$ cat config.mk
export PLATFORM = sky130hd
export DESIGN_NAME = priority_bitmap_ready_queue_core
export DESIGN_NICKNAME = d
export VERILOG_FILES = /design/src/rtl/core/pbrq_pkg.sv /design/src/rtl/core/pbrq_ram.sv /design/src/rtl/core/pbrq_ctrl.sv /design/src/rtl/core/pbrq_datapath.sv /design/src/rtl/core/priority_bitmap_ready_queue_core.sv
export SDC_FILE = /design/constraint.sdc
export NUM_CORES = 2
export LEC_CHECK = 0
export BUFFER_PORTS_ARGS = -buffer_cell sky130_fd_sc_hd__buf_2
export CORE_UTILIZATION = 40
export DETAILED_ROUTE_END_ITERATION = 16
export PLACE_DENSITY = 0.66
export SLEW_MARGIN = 20
export SYNTH_ARGS = -nofsm -noshare
export SYNTH_HDL_FRONTEND = slang
export SYNTH_SLANG_ARGS = --single-unit
$ cat constraint.sdc
create_clock -name clock -period 9.3 [get_ports clock]
set_input_delay 0.465 -clock clock [delete_from_list [all_inputs] [get_ports clock]]
set_output_delay 0.465 -clock clock [all_outputs]
set_load 0.02 [all_outputs]
$ cat src/rtl/core/pbrq_pkg.sv
package pbrq_pkg;

   localparam int THREAD_W = 6;
   localparam int PRIO_W   = 6;
   localparam int REQ_W    = 16;
   localparam int RSP_W    = 16;

   typedef enum logic [1:0] {
      OP_APPEND   = 2'd0,
      OP_PREPEND  = 2'd1,
      OP_REMOVE   = 2'd2,
      OP_SCHEDULE = 2'd3
   } pbrq_op_type;

   typedef enum logic [1:0] {
      ST_OK         = 2'd0,
      ST_NOT_FOUND  = 2'd1,
      ST_NOTHING    = 2'd2,
      ST_QUEUED     = 2'd3
   } pbrq_status_type;

   typedef enum logic [1:0] {
      SEL_NONE   = 2'd0,
      SEL_THREAD = 2'd1,
      SEL_HEAD   = 2'd2
   } pbrq_sel_type;

   typedef enum logic [3:0] {
      CMD_NONE,
      CMD_LATCH,
      CMD_READ_INS,
      CMD_INS,
      CMD_READ_REM,
      CMD_REM,
      CMD_READ_POP,
      CMD_LATCH_POP,
      CMD_POP,
      CMD_LOAD_RSP
   } pbrq_cmd_type;

   typedef struct packed {
      pbrq_cmd_type    cmd;
      pbrq_status_type res_status;
      pbrq_sel_type    res_sel;
   } pbrq_ctl_type;

   typedef struct packed {
      pbrq_op_type op;
      logic        t_ok;
      logic        queued;
      logic        lvl_busy;
      logic        top_valid;
      logic        lvl_ge_top;
      logic        active;
      logic        enabled;
      logic        tl_match;
   } pbrq_stat_type;

endpackage

$ cat src/rtl/core/pbrq_ram.sv
module pbrq_ram #(
   parameter int WIDTH = 8,
   parameter int DEPTH = 64
) (
   input  logic                     clock,
   input  logic                     we,
   input  logic [$clog2(DEPTH)-1:0] waddr,
   input  logic [WIDTH-1:0]         wdata,
   input  logic [$clog2(DEPTH)-1:0] raddr,
   output logic [WIDTH-1:0]         rdata
);

   logic [WIDTH-1:0] mem [DEPTH];
   logic [WIDTH-1:0] rdata_ff;

   always_ff @(posedge clock) begin
      if (we) begin
         mem[waddr] <= wdata;
      end
      rdata_ff <= mem[raddr];
   end

   assign rdata = rdata_ff;

endmodule

$ cat src/rtl/core/pbrq_ctrl.sv
module pbrq_ctrl (
   input  logic                   clock,
   input  logic                   reset,
   input  logic                   req_tvalid,
   output logic                   req_tready,
   output logic                   rsp_tvalid,
   input  logic                   rsp_tready,
   input  pbrq_pkg::pbrq_stat_type stat,
   output pbrq_pkg::pbrq_ctl_type  ctl
);

   typedef enum logic [3:0] {
      S_IDLE, S_DISPATCH, S_INS, S_REM, S_POP_RD, S_POP_NX, S_POP, S_DONE
   } state_type;

   state_type                 state_ff, state_in;
   logic                      sched_ff, sched_in;
   logic                      rsp_valid_ff, rsp_valid_in;
   pbrq_pkg::pbrq_status_type res_status_ff, res_status_in;
   pbrq_pkg::pbrq_sel_type    res_sel_ff, res_sel_in;
   logic                      load;

   assign req_tready = (state_ff == S_IDLE);
   assign rsp_tvalid = rsp_valid_ff;
   assign load       = (state_ff == S_DONE) && (!rsp_valid_ff || rsp_tready);

   always_comb begin
      state_in       = state_ff;
      sched_in       = sched_ff;
      res_status_in  = res_status_ff;
      res_sel_in     = res_sel_ff;
      rsp_valid_in   = rsp_valid_ff;
      ctl.cmd        = pbrq_pkg::CMD_NONE;
      ctl.res_status = res_status_ff;
      ctl.res_sel    = res_sel_ff;
      if (rsp_valid_ff && rsp_tready) begin
         rsp_valid_in = 1'b0;
      end
      unique case (state_ff)
         S_IDLE: begin
            if (req_tvalid) begin
               ctl.cmd  = pbrq_pkg::CMD_LATCH;
               state_in = S_DISPATCH;
            end
         end
         S_DISPATCH: begin
            res_status_in = pbrq_pkg::ST_OK;
            res_sel_in    = pbrq_pkg::SEL_NONE;
            sched_in      = 1'b0;
            state_in      = S_DONE;
            unique case (stat.op)
               pbrq_pkg::OP_APPEND, pbrq_pkg::OP_PREPEND: begin
                  if (!stat.t_ok) begin
                     res_status_in = pbrq_pkg::ST_NOT_FOUND;
                  end else if (stat.queued) begin
                     res_status_in = pbrq_pkg::ST_QUEUED;
                  end else if (!stat.lvl_busy) begin
                     ctl.cmd = pbrq_pkg::CMD_INS;
                  end else begin
                     ctl.cmd  = pbrq_pkg::CMD_READ_INS;
                     state_in = S_INS;
                  end
               end
               pbrq_pkg::OP_REMOVE: begin
                  if (!stat.t_ok || !stat.queued) begin
                     res_status_in = pbrq_pkg::ST_NOT_FOUND;
                  end else begin
                     ctl.cmd  = pbrq_pkg::CMD_READ_REM;
                     state_in = S_REM;
                  end
               end
               default: begin
                  if (stat.active && !stat.t_ok) begin
                     res_status_in = pbrq_pkg::ST_NOT_FOUND;
                  end else if (!stat.top_valid) begin
                     if (stat.active) begin
                        res_sel_in = pbrq_pkg::SEL_THREAD;
                     end else begin
                        res_status_in = pbrq_pkg::ST_NOTHING;
                     end
                  end else if (stat.active && (!stat.enabled || stat.lvl_ge_top)) begin
                     res_sel_in = pbrq_pkg::SEL_THREAD;
                  end else if (stat.active && stat.queued) begin
                     res_status_in = pbrq_pkg::ST_QUEUED;
                     res_sel_in    = pbrq_pkg::SEL_THREAD;
                  end else if (!stat.active) begin
                     state_in = S_POP_RD;
                  end else if (!stat.lvl_busy) begin
                     ctl.cmd  = pbrq_pkg::CMD_INS;
                     state_in = S_POP_RD;
                  end else begin
                     ctl.cmd  = pbrq_pkg::CMD_READ_INS;
                     sched_in = 1'b1;
                     state_in = S_INS;
                  end
               end
            endcase
         end
         S_INS: begin
            ctl.cmd  = pbrq_pkg::CMD_INS;
            state_in = sched_ff ? S_POP_RD : S_DONE;
         end
         S_REM: begin
            ctl.cmd  = pbrq_pkg::CMD_REM;
            state_in = S_DONE;
            if (stat.tl_match) begin
               res_sel_in = pbrq_pkg::SEL_THREAD;
            end else begin
               res_status_in = pbrq_pkg::ST_NOT_FOUND;
            end
         end
         S_POP_RD: begin
            ctl.cmd  = pbrq_pkg::CMD_READ_POP;
            state_in = S_POP_NX;
         end
         S_POP_NX: begin
            ctl.cmd  = pbrq_pkg::CMD_LATCH_POP;
            state_in = S_POP;
         end
         S_POP: begin
            ctl.cmd    = pbrq_pkg::CMD_POP;
            res_sel_in = pbrq_pkg::SEL_HEAD;
            state_in   = S_DONE;
         end
         S_DONE: begin
            if (load) begin
               ctl.cmd      = pbrq_pkg::CMD_LOAD_RSP;
               rsp_valid_in = 1'b1;
               state_in     = S_IDLE;
            end
         end
         default: state_in = S_IDLE;
      endcase
   end

   always_ff @(posedge clock) begin
      if (reset) begin
         state_ff      <= S_IDLE;
         sched_ff      <= 1'b0;
         rsp_valid_ff  <= 1'b0;
         res_status_ff <= pbrq_pkg::ST_OK;
         res_sel_ff    <= pbrq_pkg::SEL_NONE;
      end else begin
         state_ff      <= state_in;
         sched_ff      <= sched_in;
         rsp_valid_ff  <= rsp_valid_in;
         res_status_ff <= res_status_in;
         res_sel_ff    <= res_sel_in;
      end
   end

endmodule

$ cat src/rtl/core/pbrq_datapath.sv
module pbrq_datapath #(
   parameter int PRIORITY_LEVELS = 64,
   parameter int MAX_THREADS     = 64
) (
   input  logic                                clock,
   input  logic                                reset,
   input  logic [pbrq_pkg::REQ_W-1:0]          req_tdata,
   input  logic                                enabled,
   input  pbrq_pkg::pbrq_ctl_type              ctl,
   output pbrq_pkg::pbrq_stat_type             stat,
   output logic [pbrq_pkg::RSP_W-1:0]          rsp_tdata
);

   localparam int TW  = pbrq_pkg::THREAD_W;
   localparam int LEVEL_SLOTS  = (PRIORITY_LEVELS < 64) ? PRIORITY_LEVELS : 64;
   localparam int THREAD_SLOTS = (MAX_THREADS < 64) ? MAX_THREADS : 64;
   localparam int LAW = $clog2(LEVEL_SLOTS);
   localparam int TAW = $clog2(THREAD_SLOTS);

   pbrq_pkg::pbrq_op_type op_ff;
   logic [TW-1:0]         t_ff;
   logic [LAW-1:0]        lvl_ff;
   logic                  active_ff;
   logic [LAW-1:0]        top_ff;
   logic                  top_valid_ff;
   logic [TW-1:0]         pop_head_ff;
   logic [TW-1:0]         pop_tail_ff;
   logic [LEVEL_SLOTS-1:0]  bitmap_ff, bitmap_in;
   logic [THREAD_SLOTS-1:0] queued_ff, queued_in;
   logic [pbrq_pkg::RSP_W-1:0] rsp_ff;

   logic [pbrq_pkg::PRIO_W-1:0] req_prio;
   logic [LAW-1:0]  req_lvl;
   logic [LAW-1:0]  enc_top;
   logic            enc_valid;
   logic            t_ok;
   logic [TAW-1:0]  t_idx;

   logic            ht_we, nx_we, pv_we, tl_we;
   logic [LAW-1:0]  ht_wa, ht_ra;
   logic [2*TW-1:0] ht_wd, ht_rd;
   logic [TAW-1:0]  nx_wa, nx_ra, pv_wa, pv_ra, tl_ra;
   logic [TW-1:0]   nx_wd, nx_rd, pv_wd, pv_rd;
   logic [LAW-1:0]  tl_rd;
   logic [TW-1:0]   old_head, old_tail;
   logic            is_head, is_tail, tl_match;
   logic [TW-1:0]   sel;
   logic            sel_valid, switched;

   assign req_prio = req_tdata[13:8];
   assign req_lvl  = (32'(req_prio) > LEVEL_SLOTS - 1) ? LAW'(LEVEL_SLOTS - 1) : LAW'(req_prio);

   always_comb begin
      enc_top   = '0;
      enc_valid = 1'b0;
      for (int i = 0; i < LEVEL_SLOTS; i++) begin
         if (bitmap_ff[i]) begin
            enc_top   = LAW'(i);
            enc_valid = 1'b1;
         end
      end
   end

   assign t_ok     = 32'(t_ff) < MAX_THREADS;
   assign t_idx    = TAW'(t_ff);
   assign old_head = ht_rd[2*TW-1:TW];
   assign old_tail = ht_rd[TW-1:0];
   assign is_head  = (old_head == t_ff);
   assign is_tail  = (old_tail == t_ff);
   assign tl_match = (tl_rd == lvl_ff);

   assign stat.op         = op_ff;
   assign stat.t_ok       = t_ok;
   assign stat.queued     = t_ok && queued_ff[t_idx];
   assign stat.lvl_busy   = bitmap_ff[lvl_ff];
   assign stat.top_valid  = top_valid_ff;
   assign stat.lvl_ge_top = (lvl_ff >= top_ff);
   assign stat.active     = active_ff;
   assign stat.enabled    = enabled;
   assign stat.tl_match   = tl_match;

   assign ht_ra = (ctl.cmd == pbrq_pkg::CMD_READ_POP) ? top_ff : lvl_ff;
   assign tl_ra = t_idx;
   assign pv_ra = t_idx;
   assign nx_ra = (ctl.cmd == pbrq_pkg::CMD_LATCH_POP) ? TAW'(old_head) : t_idx;

   always_comb begin
      ht_we = 1'b0; ht_wa = lvl_ff; ht_wd = {t_ff, t_ff};
      nx_we = 1'b0; nx_wa = t_idx;  nx_wd = t_ff;
      pv_we = 1'b0; pv_wa = t_idx;  pv_wd = t_ff;
      tl_we = 1'b0;
      bitmap_in = bitmap_ff;
      queued_in = queued_ff;
      case (ctl.cmd)
         pbrq_pkg::CMD_INS: begin
            ht_we = 1'b1;
            tl_we = 1'b1;
            queued_in[t_idx] = 1'b1;
            if (!bitmap_ff[lvl_ff]) begin
               bitmap_in[lvl_ff] = 1'b1;
            end else if (op_ff != pbrq_pkg::OP_PREPEND) begin
               ht_wd = {old_head, t_ff};
               nx_we = 1'b1; nx_wa = TAW'(old_tail); nx_wd = t_ff;
               pv_we = 1'b1; pv_wa = t_idx;          pv_wd = old_tail;
            end else begin
               ht_wd = {t_ff, old_tail};
               pv_we = 1'b1; pv_wa = TAW'(old_head); pv_wd = t_ff;
               nx_we = 1'b1; nx_wa = t_idx;          nx_wd = old_head;
            end
         end
         pbrq_pkg::CMD_REM: begin
            if (tl_match) begin
               queued_in[t_idx] = 1'b0;
               if (is_head && is_tail) begin
                  bitmap_in[lvl_ff] = 1'b0;
               end else if (is_head) begin
                  ht_we = 1'b1; ht_wd = {nx_rd, old_tail};
               end else if (is_tail) begin
                  ht_we = 1'b1; ht_wd = {old_head, pv_rd};
               end else begin
                  nx_we = 1'b1; nx_wa = TAW'(pv_rd); nx_wd = nx_rd;
                  pv_we = 1'b1; pv_wa = TAW'(nx_rd); pv_wd = pv_rd;
               end
            end
         end
         pbrq_pkg::CMD_POP: begin
            queued_in[TAW'(pop_head_ff)] = 1'b0;
            ht_wa = top_ff;
            if (pop_head_ff == pop_tail_ff) begin
               bitmap_in[top_ff] = 1'b0;
            end else begin
               ht_we = 1'b1; ht_wd = {nx_rd, pop_tail_ff};
            end
         end
         default: ;
      endcase
   end

   always_comb begin
      sel       = '0;
      sel_valid = 1'b0;
      switched  = 1'b0;
      case (ctl.res_sel)
         pbrq_pkg::SEL_THREAD: begin
            sel = t_ff; sel_valid = 1'b1;
         end
         pbrq_pkg::SEL_HEAD: begin
            sel = pop_head_ff; sel_valid = 1'b1;
            switched = !active_ff || (pop_head_ff != t_ff);
         end
         default: ;
      endcase
   end

   pbrq_ram #(.WIDTH(2*TW), .DEPTH(LEVEL_SLOTS)) u_head_tail (
      .clock(clock), .we(ht_we), .waddr(ht_wa), .wdata(ht_wd), .raddr(ht_ra), .rdata(ht_rd)
   );
   pbrq_ram #(.WIDTH(TW), .DEPTH(THREAD_SLOTS)) u_next (
      .clock(clock), .we(nx_we), .waddr(nx_wa), .wdata(nx_wd), .raddr(nx_ra), .rdata(nx_rd)
   );
   pbrq_ram #(.WIDTH(TW), .DEPTH(THREAD_SLOTS)) u_prev (
      .clock(clock), .we(pv_we), .waddr(pv_wa), .wdata(pv_wd), .raddr(pv_ra), .rdata(pv_rd)
   );
   pbrq_ram #(.WIDTH(LAW), .DEPTH(THREAD_SLOTS)) u_level (
      .clock(clock), .we(tl_we), .waddr(t_idx), .wdata(lvl_ff), .raddr(tl_ra), .rdata(tl_rd)
   );

   always_ff @(posedge clock) begin
      if (reset) begin
         bitmap_ff <= '0;
         queued_ff <= '0;
      end else begin
         bitmap_ff <= bitmap_in;
         queued_ff <= queued_in;
      end
      if (ctl.cmd == pbrq_pkg::CMD_LATCH) begin
         op_ff        <= pbrq_pkg::pbrq_op_type'(req_tdata[1:0]);
         t_ff         <= req_tdata[7:2];
         lvl_ff       <= req_lvl;
         active_ff    <= req_tdata[14];
         top_ff       <= enc_top;
         top_valid_ff <= enc_valid;
      end
      if (ctl.cmd == pbrq_pkg::CMD_LATCH_POP) begin
         pop_head_ff <= old_head;
         pop_tail_ff <= old_tail;
      end
      if (ctl.cmd == pbrq_pkg::CMD_LOAD_RSP) begin
         rsp_ff <= {6'd0, switched, sel_valid, sel, ctl.res_status};
      end
   end

   assign rsp_tdata = rsp_ff;

endmodule

$ cat src/rtl/core/priority_bitmap_ready_queue_core.sv
// Ready queue for a preemptive priority scheduler: one doubly linked FIFO of
// thread ids per priority level, and a bitmap of the levels that hold threads.
// Requests arrive as beats on the req_ stream (append, prepend, remove or
// schedule) and each request gives exactly one response beat on rsp_.
// The block works on one request at a time: it takes no new request until
// the last one has been loaded into the response register. The sequencer
// steps each request through reads and writes of the head/tail, next, prev
// and level tables, which each have a single read and a single write port.
// The response sits in an output register, so a new request is taken while
// a finished response still waits; when the receiver stalls, the block holds
// the next result in its sequencer until the output register frees.
// Reset empties every level and marks every thread as not queued at once; no
// clearing pass is needed and scheduling is enabled. The scheduler_enabled
// register sits at byte address 0 of the csr_ port and may be written only
// while no request is in flight.
module priority_bitmap_ready_queue_core #(
   parameter int PRIORITY_LEVELS = 64,
   parameter int MAX_THREADS     = 64
) (
   input  logic        clock,
   input  logic        reset,
   // op[1:0], thread_id[7:2], priority_req[13:8], current_active[14]
   input  logic [15:0] req_tdata,
   input  logic        req_tvalid,
   output logic        req_tready,
   // status[1:0], selected_thread[7:2], selected_valid[8], switched[9]
   output logic [15:0] rsp_tdata,
   output logic        rsp_tvalid,
   input  logic        rsp_tready,
   input  logic        csr_psel,
   input  logic        csr_penable,
   input  logic        csr_pwrite,
   input  logic [2:0]  csr_paddr,
   input  logic [31:0] csr_pwdata,
   output logic [31:0] csr_prdata,
   output logic        csr_pready
);

   pbrq_pkg::pbrq_ctl_type  ctl;
   pbrq_pkg::pbrq_stat_type stat;
   logic                    enabled_ff;

   // Only register 0 exists; other addresses read as zero and ignore writes.
   assign csr_pready = 1'b1;
   assign csr_prdata = (csr_paddr == 3'd0) ? {31'd0, enabled_ff} : 32'd0;

   always_ff @(posedge clock) begin
      if (reset) begin
         enabled_ff <= 1'b1;
      end else if (csr_psel && csr_penable && csr_pwrite && csr_paddr == 3'd0) begin
         enabled_ff <= csr_pwdata[0];
      end
   end

   pbrq_ctrl u_ctrl (
      .clock(clock), .reset(reset),
      .req_tvalid(req_tvalid), .req_tready(req_tready),
      .rsp_tvalid(rsp_tvalid), .rsp_tready(rsp_tready),
      .stat(stat), .ctl(ctl)
   );

   pbrq_datapath #(
      .PRIORITY_LEVELS(PRIORITY_LEVELS), .MAX_THREADS(MAX_THREADS)
   ) u_datapath (
      .clock(clock), .reset(reset),
      .req_tdata(req_tdata), .enabled(enabled_ff),
      .ctl(ctl), .stat(stat), .rsp_tdata(rsp_tdata)
   );

endmodule

Yosys cells after proc, flatten, opt, wreduce, memory -nomap -nowiden

Memories as Yosys holds them, arrays and structs flattened. A register that Yosys moved wholly into a read port is not among the register bits.
Cells that the tools add are included.

Muxes and demuxes: 177
Order comparisons: 9
Bitwise logic cells: 10
Equality and inequality tests: 32
Reduce and logical (&&, ||, !) cells: 39

Operators with widths:

| operator                                                               | number |
|---|---|
| 64-bit case mux with 3 select lines                                    | 2 |
| 64-bit 2-to-1 mux                                                      | 5 |
| 64-bit AND                                                             | 4 |
| 64-bit NOT                                                             | 4 |
| 5-bit 2-to-1 mux                                                       | 32 |
| 64-bit bitwise OR                                                      | 2 |
| 4-bit 2-to-1 mux                                                       | 28 |
| 6-bit 2-to-1 mux                                                       | 15 |
| 12-bit 2-to-1 mux                                                      | 7 |
| 63-bit OR reduction                                                    | 1 |
| 1-bit 2-to-1 mux                                                       | 41 |
| 3-bit 2-to-1 mux                                                       | 12 |
| 12-bit case mux with 3 select lines                                    | 1 |
| 6-bit case mux with 2 select lines                                     | 3 |
| 2-bit 2-to-1 mux                                                       | 16 |
| 4-bit case mux with 8 select lines                                     | 1 |
| 32-bit OR reduction                                                    | 1 |
| 4-bit by 3-bit == test with 1-bit output (second input constant)       | 7 |
| 6-bit by 7-bit < comparator with 1-bit output (second input constant)  | 4 |
| 4-bit case mux with 7 select lines                                     | 1 |
| 1-bit demux with 6-bit select                                          | 4 |
| 6-bit == test                                                          | 4 |
| 6-bit by 1-bit >= comparator with 1-bit output (second input constant) | 4 |
| 4-bit case mux with 2 select lines                                     | 2 |
| other kinds (29)                                                       | 66 |

Output and inout port bits: 51
Word-level logic and storage cells: 294
RAM bits: 1,920
Input bits: 58
Memories kept: 4
Flip-flop bits (word level): 183

Memories:

| memory                     | words | width | read ports | clocked after memory_dff | wr ports | line           | source |
|---|---|---|---|---|---|---|---|
| u_datapath.u_head_tail.mem | 64    | 12    | 1          | 1                        | 1        | pbrq_ram.sv:13 | `logic [WIDTH-1:0] mem [DEPTH];` |
| u_datapath.u_level.mem     | 64    | 6     | 1          | 1                        | 1        | pbrq_ram.sv:13 |  |
| u_datapath.u_next.mem      | 64    | 6     | 1          | 1                        | 1        | pbrq_ram.sv:13 |  |
| u_datapath.u_prev.mem      | 64    | 6     | 1          | 1                        | 1        | pbrq_ram.sv:13 |  |

Depth between registers and ports, before layout

Depth in word-level cells: 62
Depth in mapped cells: 18
Gate-level depth less buffers: 14

Hierarchy

From an unflattened synthesis, not the netlist that was laid out.

Cells, all modules: 5,062
Area total of the unflattened synthesis: 87,981.9 µm²

Modules (own cells, without submodules):

| module                            | area each (µm²) | cells each | times used |
|---|---|---|---|
| pbrq_ram (u_datapath.u_next ...)  | 15,225.9        | 720        | 2 |
| pbrq_ram (u_datapath.u_head_tail) | 29,871.1        | 1,324      | 1 |
| pbrq_ram (u_datapath.u_level)     | 15,205.8        | 729        | 1 |
| pbrq_datapath                     | 11,494.8        | 1,438      | 1 |
| pbrq_ctrl                         | 649.4           | 90         | 1 |
| priority_bitmap_ready_queue_core  | 309.0           | 41         | 1 |

Least setup slack after synthesis

Ideal clock, no wire load.

Kind: reg2reg
From: reg u_datapath.lvl_ff[1]
To: mem u_datapath.u_head_tail.mem[0][5] (netlist name) (data pin)
Path slack: 2.611 ns
Cell stages (with the launch flop): 10
Clock period less this slack: 6.689 ns
Arrival: 5.969 ns
Library setup time: 0.721 ns
Cells stage by stage: edfxtp_1 > buf_6 > mux4_2 > mux2_2 > a211oi_2 > nand4_2 > o31ai_4 > nor2_1 > buf_2 > o31ai_1

Cells in the longest elaborated chain, start to end: 11
Elaborated cells on any way between the ends: 20
Those cells by class: order compare: 1; eq/ne: 4; mux: 13; reduce/logical: 2

RTL lines:

| item                                      | line                                     | source |
|---|---|---|
| start, declared                           | pbrq_datapath.sv:22                      | `logic [LAW-1:0] lvl_ff;` |
| start signal, assigned                    | pbrq_datapath.sv:179                     | `lvl_ff <= req_lvl;` |
| 1-bit binary-select mux with 6-bit select | pbrq_datapath.sv:75, pbrq_datapath.sv:99 |  |
| 1-bit 2-to-1 mux (not written as such)    | pbrq_datapath.sv:75, pbrq_datapath.sv:99 |  |
| 1-bit 2-to-1 mux                          | pbrq_ctrl.sv:57, pbrq_ctrl.sv:88         |  |
| 2-bit 2-to-1 mux                          | pbrq_ctrl.sv:86                          | `end else if (!stat.active) begin` |
| 4-bit 2-to-1 mux                          | pbrq_ctrl.sv:83                          | `end else if (stat.active && stat.queued) begin` |
| 4-bit 2-to-1 mux                          | pbrq_ctrl.sv:81                          | `end else if (stat.active && (!stat.enabled \|\| stat.lvl_ge_top)) begin` |
| 4-bit 2-to-1 mux                          | pbrq_ctrl.sv:75                          | `end else if (!stat.top_valid) begin` |
| 4-bit case mux with 2 select lines        | pbrq_ctrl.sv:51                          | `unique case (stat.op)` |
| 4-bit case mux with 8 select lines        | pbrq_ctrl.sv:39                          | `unique case (state_ff)` |
| 4-bit == test (tied with other cells)     | pbrq_datapath.sv:94                      | `case (ctl.cmd)` |
| 12-bit case mux with 3 select lines *     | pbrq_datapath.sv:94                      |  |
| named net u_datapath.ht_wd[5]             | pbrq_datapath.sv:41                      | `logic [2*TW-1:0] ht_wd, ht_rd;` |
| end, declared                             | pbrq_ram.sv:13                           |  |

The timed path passes the listed nets; every way through them passes the cells marked *. The select of a mux whose other input is x is not followed.

Worst setup path after layout

From: reg u_datapath.t_ff[4] (netlist: u_datapath.pv_ra[4])
To: mem u_datapath.u_next.mem[7][1] (netlist name) (enable)

Elaborated cells on any way between the ends: 29
Those cells by class: eq/ne: 4; mux: 23; reduce/logical: 2

RTL lines:

| item                                                                                                        | line                 | source |
|---|---|---|
| start, declared                                                                                             | pbrq_datapath.sv:21  | `logic [TW-1:0] t_ff;` |
| start signal, assigned                                                                                      | pbrq_datapath.sv:178 | `t_ff <= req_tdata[7:2];` |
| 1-bit binary-select mux with 6-bit select                                                                   | pbrq_datapath.sv:74  | `assign stat.queued = t_ok && queued_ff[t_idx];` |
| 1-bit 2-to-1 mux (not written as such)                                                                      | pbrq_datapath.sv:74  |  |
| 1-bit logical AND                                                                                           | pbrq_ctrl.sv:83      |  |
| 4-bit 2-to-1 mux                                                                                            | pbrq_ctrl.sv:83      |  |
| 4-bit 2-to-1 mux                                                                                            | pbrq_ctrl.sv:81      |  |
| 4-bit 2-to-1 mux                                                                                            | pbrq_ctrl.sv:75      |  |
| 4-bit case mux with 2 select lines                                                                          | pbrq_ctrl.sv:51      |  |
| 4-bit case mux with 8 select lines                                                                          | pbrq_ctrl.sv:39      |  |
| 4-bit by 3-bit == test with 1-bit output / 4-bit by 2-bit == test with 1-bit output (equally long branches) | pbrq_datapath.sv:94  |  |
| 6-bit case mux with 2 select lines *                                                                        | pbrq_datapath.sv:94  |  |
| named net u_datapath.nx_wa[0]                                                                               | pbrq_datapath.sv:42  | `logic [TAW-1:0] nx_wa, nx_ra, pv_wa, pv_ra, tl_ra;` |
| end, declared                                                                                               | pbrq_ram.sv:13       |  |

Marks and branches as above.

==> impl_results.md <==
* Pre-antenna DRT Iters at 6
* Clk slew on worst S/H paths at about 0.06 ns
* Register-to-register setup slack at between 3 and 4 ns
* Commonest cells in the netlist: edfxtp_1, mux4_2, nor2_1
* Crit-path max FO at 45
* Starting Density at 40.4%
* IO Port Bufs at 38
* Asr flop ratio synth at 0%
* Cells resized by post-CTS repair at 0
* Compound-Gate Fraction of Synth Area at 10.3%
* Setup tns final at 0 ns
* Worst Max-Slew Pin Slew at 1.13 ns
* RePlAce Congestion at 0.936
* Total detailed-routing wirelength at 216 mm
* Via density per instance at between 6 and 7
* F_max at 159 MHz
* Final Net Count at 5272
* Crit path capture type: register
* Final Hold Viols at 0
* PwrDens at 247 nW/um2
* Setup CP Type: register to register
* Row cnt at ~170
* Most used DFF post-synth: edfxtp_1
* FF/Latch Area at ~62000 um2
* XOR/XNOR Fraction of Synth Area at less than 1%
* Residual DRC at 0
* Final setup violation count at 0
* Congestion Overflow GR at 0
* Critical path startpoint category: register
* Relative slew slack at about a quarter
* Min-Delay Startpoint: reset
* Clock latency on the worst-skew pair at between 0.8 and 0.9 ns
* Clock buffer depth at 3
* Layout cell share with drive strength beyond 1 at 16.5%
* RSZ-0062 raised after global routing: false
* Leakage at 29.2 nW
* Final worst path period need at 6.28 ns
* Synthesis Warnings at 0
* Initial antenna violation count at 4
* Yosys top cell by area: edfxtp_1
* Total track usage at 19.6%
* CTS root buf: clkbuf_16
* Fillers at 17914
* Vias in the first global route at between 40000 and 50000
* DIE WIDTH at approximately 460 um
* Routed Antenna Nets at 0
* Die Ht at 463 um
* Synth cell types at 90
* Period utilization at 67.5%
* CTS H-Tree Depth at 4
* Avg Inst Size Synth at about 17 um2
* R2R cell count at 16
* Area of the multi-input gates at approximately 21000 um2
* First-pass GRT wire length at 319 mm
* Seq cells post-synth at 2132
* Synth Area in Adders at less than 1%
* Hold endpoint: u_ctrl.rsp_tvalid
* Outcome: finished clean
* Skew final at 0.0669 ns
* Setup Buffers After CTS at 0
* Worst hold stages at 2
* Pins over their slew limit at 0
* Largest family of logic cells by synthesized area: compound AO/OA/AOI/OAI gates
* Mux cell area share after synthesis at 8.48%
* Synthesized cell area at 85100 um2
* Die Area at 215000 um2
* Critical R2R Launch: u_datapath.pv_ra[4]
* Via count at a little under 50000
* Critical Path AT at a little under 7 ns
* Simple-gate area share of the yosys netlist at around 5.5%
* Number of max-cap violations at 0
* Worst hold path class: input pin to register
* Post-synth EDFFs at ~2000
* Clock Sinks at 2132
* End of the worst register-to-register path: u_datapath.u_next.mem[7][1]
* Area contributors post-synth: edfxtp_1, mux4_2, dfxtp_1
* VDD IR max at 0.000234 V
* Top-count cell post-synth: edfxtp_1
* Pin count of the biggest net entering global routing at 100
* HPWL after DPL at 127 mm
* Num ports at 109
* Post-Synthesis Cells at 5138
* Initial DRC Count at 6477
* Required time worst endpoint at 9.76 ns
* Synth-to-Final Area Change at 12.1%
* CTS tree: built
* Sequential fraction of the synthesis area at 73.2%
* Yosys top cell area share at 69.3%
* Wire length per cell at around 26 um
* CTS Buf Count at 203
* Fin worst setup slack at just over 3 ns
* Core area at roughly 210000 um2
* DP Worst Slack at 3.11 ns
-- area by class of cell --
cell class | instances | share of cell area (%)
diodes | 6 | 0.0157
clock buffers | 273 | 5.66
clock inverters | 101 | 1.09
inverters | 50 | 0.197
multi-input cells | 2623 | 22.5
flip-flops and latches | 2132 | 65.3
well taps | 2805 | 3.68
repair buffers | 194 | 1.53
-- stage by stage --
stage | util, % | area, um2 | hold slack [ns] | total power [mW] | cells
floorplan | - | 85300 | 0.408 | 14.1 | 5174
global placement | 42.1 | 88700 | 0.440 | 15.6 | 7787
detailed placement | 42.1 | 88800 | 0.447 | 15.7 | 7787
CTS | 45.3 | 95400 | 0.0534 | 23.6 | 8178
global route | 45.3 | 95400 | 0.0882 | 24.3 | 8181
finish | 45.3 | 95400 | 0.135 | 23.6 | 8184
-- layer usage --
metal,wire length [um],vias to the layer above,track usage [%],part of all wire (%)
met3,19400,449,3.85,9.0
met5,0,-,0,0
met2,100000,2530,30.2,46
li1,-,21049,-,-
met4,7780,0,7.15,3.6
met1,88600,25232,27.7,41
-- registers in the layout (all words and copies together) (netlist names), 10 cells and up --
| signal | count |
|---|---|
| u_datapath.u_head_tail.mem | 768 |
| u_datapath.u_level.mem | 384 |
| u_datapath.u_next.mem | 384 |
| u_datapath.u_prev.mem | 384 |
| u_datapath.bitmap_ff | 64 |
| u_datapath.queued_ff | 64 |
| u_datapath.u_head_tail.rdata | 12 |
| u_datapath.rsp_tdata | 10 |
-- worst max-delay path by stage --
stage                         startpoint                               end  slack, ns  cells past startpoint
global placement     u_datapath.pv_ra[4]       u_datapath.u_next.mem[7][1]       3.23                     16
global route         u_datapath.pv_ra[4]       u_datapath.u_next.mem[7][0]       2.67                     16
finish               u_datapath.pv_ra[4]       u_datapath.u_next.mem[7][1]       3.02                     16
detailed placement   u_datapath.pv_ra[4]       u_datapath.u_next.mem[7][2]       3.11                     16
floorplan           u_datapath.lvl_ff[1]  u_datapath.u_head_tail.mem[0][5]       2.61                      9
CTS                  u_datapath.pv_ra[4]       u_datapath.u_next.mem[7][0]       3.11                     16
-- logic make-up after synthesis --
logic type,Yosys count
compound gates,1227
xor+xnor,30
fa+ha+maj,10
buf+inv,419
flops,2132
mux,340
other cells,2
simple gates,978
-- layout by cell type (no fill, tap or decap), drive strengths merged, types with 128 or more instances in the layout --
cell    count
buf       177
a21oi     238
edfxtp   1964
a211oi    128
mux4      304
nand2     280
a22oi     254
nor2      297
dfxtp     168
clkbuf    273
-- repair_timing --
action | in CTS | in global routing
hold endpoints to repair | 16 | 0
hold buffers | 17 | 0
setup endpoints to repair | 0 | 0
-- critical path: stages (launching register included) --
cell and delay (ns):
edfxtp_1 0.85, buf_4 0.36, xor2_1 0.09, nor4_1 0.36, nand3_2 0.34, inv_1 0.17, ha_1 0.21, inv_1 0.06
and3_1 0.30, nand3_1 0.29, o21ai_0 0.15, a21o_1 0.24, and2_1 0.18, inv_2 0.32, buf_4 0.49, nand2_1 0.42
nor3_1 0.99
-- power by group --
group	internal [mW]	switching [mW]
combinational	1.33	2.87
sequential	11.1	0.203
clock	4.42	3.58
No activity file was read; power rests on OpenSTA's default activity.
